`src/rtl/assert_macros.svh`:
```
// Assertion macros for the RTL files that check their own logic.
// No dependencies; include by bare file name.
`ifndef ASSERT_MACROS_SVH
`define ASSERT_MACROS_SVH

// Same-cycle implication: cons must hold whenever ante holds.
`define ASSERT_IMPLY(label, clk, rst, ante, cons, msg) \
  label: assert property (@(posedge clk) disable iff (rst) (ante) |-> (cons)) \
    else $error(msg);

// Next-cycle implication: cons must hold in the cycle after ante.
`define ASSERT_NEXT(label, clk, rst, ante, cons, msg) \
  label: assert property (@(posedge clk) disable iff (rst) (ante) |=> (cons)) \
    else $error(msg);

`endif

```
`src/rtl/uba_pkg.sv`:
```
// Shared types and codes for the unordered bag table.
// No dependencies; used by unordered_bag_table.
package uba_pkg;

  localparam int unsigned OPCODE_W   = 2;
  localparam int unsigned VALUE_W    = 32;
  localparam int unsigned POSITION_W = 6;
  localparam int unsigned ENTRIES_W  = 7;
  localparam int unsigned STATUS_W   = 2;

  // Opcodes
  localparam logic [OPCODE_W-1:0] OP_INSERT = 2'd0;
  localparam logic [OPCODE_W-1:0] OP_REMOVE = 2'd1;
  localparam logic [OPCODE_W-1:0] OP_QUERY  = 2'd2;

  // Status codes
  localparam logic [STATUS_W-1:0] ST_DONE   = 2'd0;
  localparam logic [STATUS_W-1:0] ST_ABSENT = 2'd1;
  localparam logic [STATUS_W-1:0] ST_FULL   = 2'd2;

  typedef struct packed {
    logic [OPCODE_W-1:0]       opcode;
    logic signed [VALUE_W-1:0] value;
  } req_t;

  typedef struct packed {
    logic                  found;
    logic [POSITION_W-1:0] position;
    logic [ENTRIES_W-1:0]  entries;
    logic [STATUS_W-1:0]   status;
  } rsp_t;

endpackage

```
`src/rtl/unordered_bag_table.sv`:
```
// Unordered bag table: bounded multiset of signed 32-bit values in one RAM.
// Depends on uba_pkg, uba_ram and assert_macros.svh.
//
//   channel | dir | handshake           | beat
//   --------+-----+---------------------+--------------------------------------
//   req     | in  | req_valid/req_stall | opcode, value
//   rsp     | out | rsp_valid/rsp_stall | found, position, entries, status
//
// Insert, a rejected insert and the unused opcode go from accept straight to the result.
// Remove and query scan the store with one compare per cycle through the
// single RAM read port; a successful remove then copies the last entry
// over the matched slot through the fetch and copy states.
// Reset clears the entry count and the control state; the store needs no clearing pass.
// A held response stalls the sequencer only when the next response is ready.

`include "assert_macros.svh"

module unordered_bag_table #(
  parameter int unsigned CAPACITY = 64
) (
  input  logic          clk,
  input  logic          rst,
  input  logic          req_valid,
  output logic          req_stall,
  input  uba_pkg::req_t req,
  output logic          rsp_valid,
  input  logic          rsp_stall,
  output uba_pkg::rsp_t rsp
);

  localparam int unsigned AW = $clog2(CAPACITY);      // store address bits
  localparam int unsigned CW = $clog2(CAPACITY + 1);  // count bits (holds CAPACITY)

  typedef enum logic [4:0] {
    S_IDLE   = 5'b00001,
    S_SCAN   = 5'b00010,
    S_FETCH  = 5'b00100,
    S_COPY   = 5'b01000,
    S_RESULT = 5'b10000
  } state_t;

  state_t                             state;
  logic [uba_pkg::OPCODE_W-1:0]       op;
  logic [uba_pkg::VALUE_W-1:0]        key;
  logic [CW-1:0]                      count;
  logic [CW-1:0]                      scan_idx;   // next slot to read
  logic                               cmp_vld;    // read data of cmp_idx is on rd_data
  logic [CW-1:0]                      cmp_idx;
  logic [CW-1:0]                      slot;       // matched or written slot
  logic                               res_found;
  logic [uba_pkg::STATUS_W-1:0]       res_status;

  logic                               req_accept;
  logic                               full;
  logic                               ins_ok;
  logic                               issue_ok;
  logic                               hit;
  logic                               last;
  logic [CW-1:0]                      last_idx;
  logic                               copy_phase;
  logic                               found_remove;

  logic                               wr_en;
  logic [AW-1:0]                      wr_addr;
  logic [uba_pkg::VALUE_W-1:0]        wr_data;
  logic                               rd_en;
  logic [AW-1:0]                      rd_addr;
  logic [uba_pkg::VALUE_W-1:0]        rd_data;

  // Take a new request only when the sequencer is parked.
  assign req_stall  = (state != S_IDLE);
  assign req_accept = req_valid && !req_stall;

  assign full     = (count >= CW'(CAPACITY));
  assign ins_ok   = req_accept && (req.opcode == uba_pkg::OP_INSERT) && !full;
  assign last_idx = count - CW'(1);
  assign issue_ok = (scan_idx < count);

  // The shared compare: one stored entry against the key per cycle.
  assign hit  = cmp_vld && (rd_data == key);
  assign last = cmp_vld && (cmp_idx == last_idx);

  assign copy_phase   = (state == S_FETCH) || (state == S_COPY);
  assign found_remove = res_found && (op == uba_pkg::OP_REMOVE);

  // Store port control: insert writes at the tail, remove copies the tail
  // entry over the matched slot.
  always_comb begin
    wr_en   = ins_ok || (state == S_COPY);
    wr_addr = (state == S_COPY) ? slot[AW-1:0] : count[AW-1:0];
    wr_data = (state == S_COPY) ? rd_data : req.value;
    rd_en   = ((state == S_SCAN) && issue_ok) || (state == S_FETCH);
    rd_addr = (state == S_FETCH) ? last_idx[AW-1:0] : scan_idx[AW-1:0];
  end

  uba_ram #(
    .WIDTH (uba_pkg::VALUE_W),
    .DEPTH (CAPACITY)
  ) u_store (
    .clk     (clk),
    .wr_en   (wr_en),
    .wr_addr (wr_addr),
    .wr_data (wr_data),
    .rd_en   (rd_en),
    .rd_addr (rd_addr),
    .rd_data (rd_data)
  );

  // Sequencer: accept, scan, optional tail copy, then post the response.
  always_ff @(posedge clk) begin
    if (rst) begin
      state     <= S_IDLE;
      count     <= '0;
      cmp_vld   <= 1'b0;
      rsp_valid <= 1'b0;
    end else begin
      // Drop the response beat once it is taken, unless a new one replaces it.
      if (rsp_valid && !rsp_stall && (state != S_RESULT)) begin
        rsp_valid <= 1'b0;
      end

      unique case (state)
        S_IDLE: begin
          cmp_vld <= 1'b0;
          if (req_accept) begin
            op        <= req.opcode;
            key       <= req.value;
            scan_idx  <= '0;
            res_found <= 1'b0;
            if (req.opcode == uba_pkg::OP_INSERT) begin
              if (full) begin
                slot       <= '0;
                res_status <= uba_pkg::ST_FULL;
              end else begin
                slot       <= count;
                count      <= count + CW'(1);
                res_status <= uba_pkg::ST_DONE;
              end
              state <= S_RESULT;
            end else if ((req.opcode == uba_pkg::OP_REMOVE) ||
                         (req.opcode == uba_pkg::OP_QUERY)) begin
              slot <= '0;
              if (count == '0) begin
                res_status <= uba_pkg::ST_ABSENT;
                state      <= S_RESULT;
              end else begin
                res_status <= uba_pkg::ST_DONE;
                state      <= S_SCAN;
              end
            end else begin
              slot       <= '0;
              res_status <= uba_pkg::ST_DONE;
              state      <= S_RESULT;
            end
          end
        end

        S_SCAN: begin
          // Issue one read per cycle; compare the previous read.
          cmp_vld <= issue_ok && !(hit || last);
          cmp_idx <= scan_idx;
          if (issue_ok) begin
            scan_idx <= scan_idx + CW'(1);
          end
          if (hit) begin
            res_found <= 1'b1;
            slot      <= cmp_idx;
            state     <= (op == uba_pkg::OP_REMOVE) ? S_FETCH : S_RESULT;
          end else if (last) begin
            res_status <= uba_pkg::ST_ABSENT;
            state      <= S_RESULT;
          end
        end

        S_FETCH: begin
          // Tail entry read is in flight.
          state <= S_COPY;
        end

        S_COPY: begin
          count <= count - CW'(1);
          state <= S_RESULT;
        end

        S_RESULT: begin
          // Hold until the output register is free.
          if (!rsp_valid || !rsp_stall) begin
            rsp_valid    <= 1'b1;
            rsp.found    <= res_found;
            rsp.position <= uba_pkg::POSITION_W'(slot);
            rsp.entries  <= uba_pkg::ENTRIES_W'(count);
            rsp.status   <= res_status;
            state        <= S_IDLE;
          end
        end

        default: begin
          state <= S_IDLE;
        end
      endcase
    end
  end

  // Checks on the sequencer and the entry count.
  `ASSERT_IMPLY(a_count_bound, clk, rst, 1'b1, count <= CW'(CAPACITY), "count above capacity")
  `ASSERT_NEXT(a_insert_grow, clk, rst, ins_ok, count == $past(count) + CW'(1), "insert kept count")
  `ASSERT_NEXT(a_copy_shrink, clk, rst, state == S_COPY, count == $past(count) - CW'(1), "copy kept count")
  `ASSERT_NEXT(a_copy_result, clk, rst, state == S_COPY, state == S_RESULT, "copy not followed by result")
  `ASSERT_IMPLY(a_copy_remove, clk, rst, copy_phase, found_remove, "tail copy outside a found remove")

endmodule

```
`src/rtl/uba_ram.sv`:
```
// Generic single-write, single-read RAM with registered read data.
// No dependencies; used by unordered_bag_table for the element store.
module uba_ram #(
  parameter int unsigned WIDTH = 32,
  parameter int unsigned DEPTH = 64
) (
  input  logic                     clk,
  input  logic                     wr_en,
  input  logic [$clog2(DEPTH)-1:0] wr_addr,
  input  logic [WIDTH-1:0]         wr_data,
  input  logic                     rd_en,
  input  logic [$clog2(DEPTH)-1:0] rd_addr,
  output logic [WIDTH-1:0]         rd_data
);

  logic [WIDTH-1:0] mem [DEPTH];

  always_ff @(posedge clk) begin
    if (wr_en) begin
      mem[wr_addr] <= wr_data;
    end
    if (rd_en) begin
      rd_data <= mem[rd_addr];
    end
  end

endmodule
```
`config.mk`:
```
export PLATFORM = sky130hd
export DESIGN_NAME = unordered_bag_table
export DESIGN_NICKNAME = d
export VERILOG_FILES = /design/src/rtl/uba_pkg.sv /design/src/rtl/unordered_bag_table.sv /design/src/rtl/uba_ram.sv
export VERILOG_INCLUDE_DIRS = /design/src /design/src/rtl
export SDC_FILE = /design/constraint.sdc
export NUM_CORES = 2
export LEC_CHECK = 0
export BUFFER_PORTS_ARGS = -buffer_cell sky130_fd_sc_hd__buf_2
export CORE_MARGIN = 1.5
export CORE_UTILIZATION = 30
export CTS_CLUSTER_SIZE = 10
export DETAILED_ROUTE_END_ITERATION = 7
export HOLD_SLACK_MARGIN = 0.15
export SYNTH_ARGS = -nofsm -noshare
export SYNTH_HDL_FRONTEND = slang
export SYNTH_HIERARCHICAL = 1
export SYNTH_SLANG_ARGS = --single-unit
```
`constraint.sdc`:
```
create_clock -name clk -period 6.05 [get_ports clk]
set_input_delay 0.3025 -clock clk [delete_from_list [all_inputs] [get_ports clk]]
set_output_delay 0.3025 -clock clk [all_outputs]
set_load 0.01 [all_outputs]
```
==> out/qor.yml <==
synthesis:
  ys_seq_area_share_pct: 78.0
  synth_area_per_cell_um2: 22.2
  synth_most_common_cell: "edfxtp_1"
  synth_nets: 3804
  synth_edf_count: 2153
  ys_types: 59
  ys.flop_type: "edfxtp_1"
  synth_common_cells: "edfxtp_1, mux4_2, nor2_1"
  yosysTopAreaCellShare_pct: 77.6
  syn_inst: 3756
  synth_top_area_cell: "edfxtp_1"
  ys_warn_count: 6
  synth-seq-cells: 2167
  synth_async_sr_flop_share_pct: 0
  synthTopCellsByArea: "edfxtp_1, mux4_2, mux2i_1"
  netlist_area_mm2: 0.0833
sta:
  fin_crit_ns: 5.21
  rsz0062_at_grt: "no"
  worst_hold_slack_ns: 0.198
  worstMarginPinSlew_ns: 1.41
  fmax_ghz: 0.192
  slew_viol_final: 0
  relSlewSlack_pct: 5.72
  finalHoldViolCount: 0
  setup_viol: 0
  finalSetupTns_ns: 0
  clock_skew_ns: 0.0636
  post-route-period-util_pct: 86.2
cells_and_area:
  fin_nets: 4115
  drive_gt1_share_pct: 28.0
  multiInputGateArea_mm2: 0.0180
  area_delta_synth_final_pct: 15.9
  nFillCells: 25400
  seqCellArea_mm2: 0.0649
job:
  cap_violations: 0
global_route:
  grt_use_met2_pct: 25.4
  gr-usage-met1_pct: 21.7
  grt_busiest_layer: "met2"
  use_met3_pct: 3.30
  grt_pass1_vias: 41200
  grt_remaining_overflow: 0
  grt_pass1_wl_mm: 317
  antenna_found_initial: 11
  gr-usage-all-layers_pct: 15.9
  grt_max_degree: 83
worst_setup_path:
  reg2regPathDepth: 10
  path_delay_family: "compound AO/OA/AOI/OAI gates"
  worst-path-buf-inv: 3
  r2r_end: "u_store/rd_data[25]$_DFFE_PP_"
  critPathMaxStageDelay_ns: 0.95
  start_kind: "flop"
  rr_startpoint: "state[1]$_SDFFE_PP0P_"
  required_ns: 6.61
  slowest_stage: "o22ai_1"
  crit_arrival_ns: 5.77
  path_cells: "nor3_1 > nand3b_1 > o21ai_4 > buf_12 > buf_12 > buf_4 > mux4_2 > mux4_2 > o22ai_1 > nor2_1"
  r2r_slack_ns: 0.84
  critPathKind: "flop to flop"
  worstSetupEndpointType: "flop"
  critPathMaxFanout: 44
power:
  p_int_w: 0.0243
  swShare_pct: 21.3
  power.leakage_nw: 29.5
  p_seq_share_pct: 53.8
  ir_drop_v: 0.000308
  cellPowerDensity_mw_per_mm2: 320
  p_comb_share_pct: 5.2
  pwr-share-clk_pct: 41.0
  power.switching_w: 0.00658
routing:
  wl_mm: 225
  via_count: 40600
  drtAntennaViolNets: 0
  drt-pass1-iter-count: 7
  drtIter0Drc: 5300
  drc: 0
  wl_per_cell_um: 28.7
  viasPerCell: 5.18
floorplanning:
  initial_core_util_pct: 30.1
  fp.dieH_um: 530
  die_w_um: 530
  core_mm2: 0.276
  design.die.area_mm2: 0.281
  row_count: 193
  io_pins: 56
min_path:
  hold_depth: 2
  hold_end: "op[0]$_DFFE_PP_"
  min_path_type: "primary input to flop"
  hold_path.startpoint: "req[32]"
cts:
  cts_made_buffers: 238
  cts-root-buf: "clkbuf_16"
  max-clock-path-buffers: 3
  clock_latency_ns: 0.87
  cts_tree: "built"
  clock-sinks: 2167
  cts_max_level: 4
  clk_pin_slew_worst_paths_ns: 0.06
placement:
  gp_congestion: 0.833
  io_buffers: 55
  post-dp-hpwl_mm: 132
outcome:
  status: "finished clean"
registers in the layout, indices dropped and copies added, names as in the netlist, 2 cells and up:
register,count
state,5
u_store/mem,2048
u_store/rd_data,32
cmp_idx,7
count,7
op,2
scan_idx,7
key,32
rsp,16
slot,6
res_status,2
how the worst max path moves through the flow:
| stage | endpoint | depth (start not counted) | slack (ns) | start |
|---|---|---|---|---|
| floorplan | u_store/mem[49][0]$_DFFE_PP_ | 10 | 1.33 | state[1]$_SDFFE_PP0P_ |
| global placement | u_store/rd_data[25]$_DFFE_PP_ | 10 | 0.79 | state[1]$_SDFFE_PP0P_ |
| detailed placement | u_store/rd_data[25]$_DFFE_PP_ | 10 | 0.89 | state[1]$_SDFFE_PP0P_ |
| CTS | u_store/rd_data[25]$_DFFE_PP_ | 10 | 0.91 | state[1]$_SDFFE_PP0P_ |
| global route | u_store/rd_data[25]$_DFFE_PP_ | 10 | 0.69 | state[1]$_SDFFE_PP0P_ |
| finish | u_store/rd_data[25]$_DFFE_PP_ | 10 | 0.84 | state[1]$_SDFFE_PP0P_ |
final cells by class:
class	instances	share of cell area (%)
sequential	2167	67.3
antenna	2	0.00518
inverter	14	0.0544
timing repair buffer	275	2.50
clock inverter	20	0.398
tap	3705	4.80
clock buffer	280	6.38
multi-input combinational	1371	18.6
worst reg2reg max path, cell delays in order (launching register included):
cell and delay [ns]:
dfxtp_1 0.35, nor3_1 0.33, nand3b_1 0.40, o21ai_4 0.60, buf_12 0.28, buf_12 0.34
buf_4 0.47, mux4_2 0.54, mux4_2 0.53, o22ai_1 0.95, nor2_1 0.13
cell usage in the layout (no fill, tap or decap), types with 40 or more instances in the layout:
| cell | n |
|---|---|
| edfxtp_1 | 2153 |
| mux4_2 | 544 |
| clkbuf_16 | 240 |
| buf_4 | 150 |
| nand2_1 | 113 |
| mux2i_1 | 94 |
| nor2_1 | 91 |
| o22ai_1 | 84 |
| a21oi_1 | 71 |
| nor2_4 | 63 |
| buf_2 | 55 |
| clkbuf_1 | 40 |
per-stage QoR:
stage / utilization [%] / area, µm² / total power [W] / setup slack [ns] / cells
after floorplan: - / 83300 / 0.0178 / 1.33 / 3756
after global placement: 32.4 / 89600 / 0.0185 / 0.791 / 7493
after detailed placement: 32.4 / 89600 / 0.0185 / 0.893 / 7493
after CTS: 34.9 / 96500 / 0.0311 / 0.910 / 7832
after global routing: 34.9 / 96500 / 0.0317 / 0.692 / 7833
final: 34.9 / 96500 / 0.0309 / 0.836 / 7834
power by group through the flow:
stage | combinational [W] | sequential, W | clock [W]
finish | 0.00160 | 0.0166 | 0.0127
global route | 0.00169 | 0.0166 | 0.0134
CTS | 0.00161 | 0.0166 | 0.0129
detailed placement | 0.00158 | 0.0169 | 0
global placement | 0.00156 | 0.0169 | 0
floorplan | 0.000944 | 0.0169 | 0
cell families (layout without fill, tap and decap cells):
group | count (synthesis) | after routing | share of synthesized area (%)
simple gates | 417 | 417 | 2.26
flops | 2167 | 2167 | 78.0
compound gates | 252 | 252 | 1.96
mux | 638 | 638 | 15.8
buf+inv | 218 | 589 | 1.24
other cells | 0 | 2 | 0
xor+xnor | 54 | 54 | 0.568
fa+ha+maj | 10 | 10 | 0.150
what timing repair did:
item,4_1_cts,5_1_grt
hold buffers,39,0
gates resized for setup,0,0
endpoints found under the hold margin,140,0
buffers inserted,0,0
routing by layer:
metal,share of wire [%],vias up,wire length (µm)
li1,-,16300,-
met4,2.9,4,6480
met5,0.0098,-,22
met2,48,1914,108000
met3,9.0,286,20200
met1,40,22100,90700
Power figures use the tool's default switching activity.
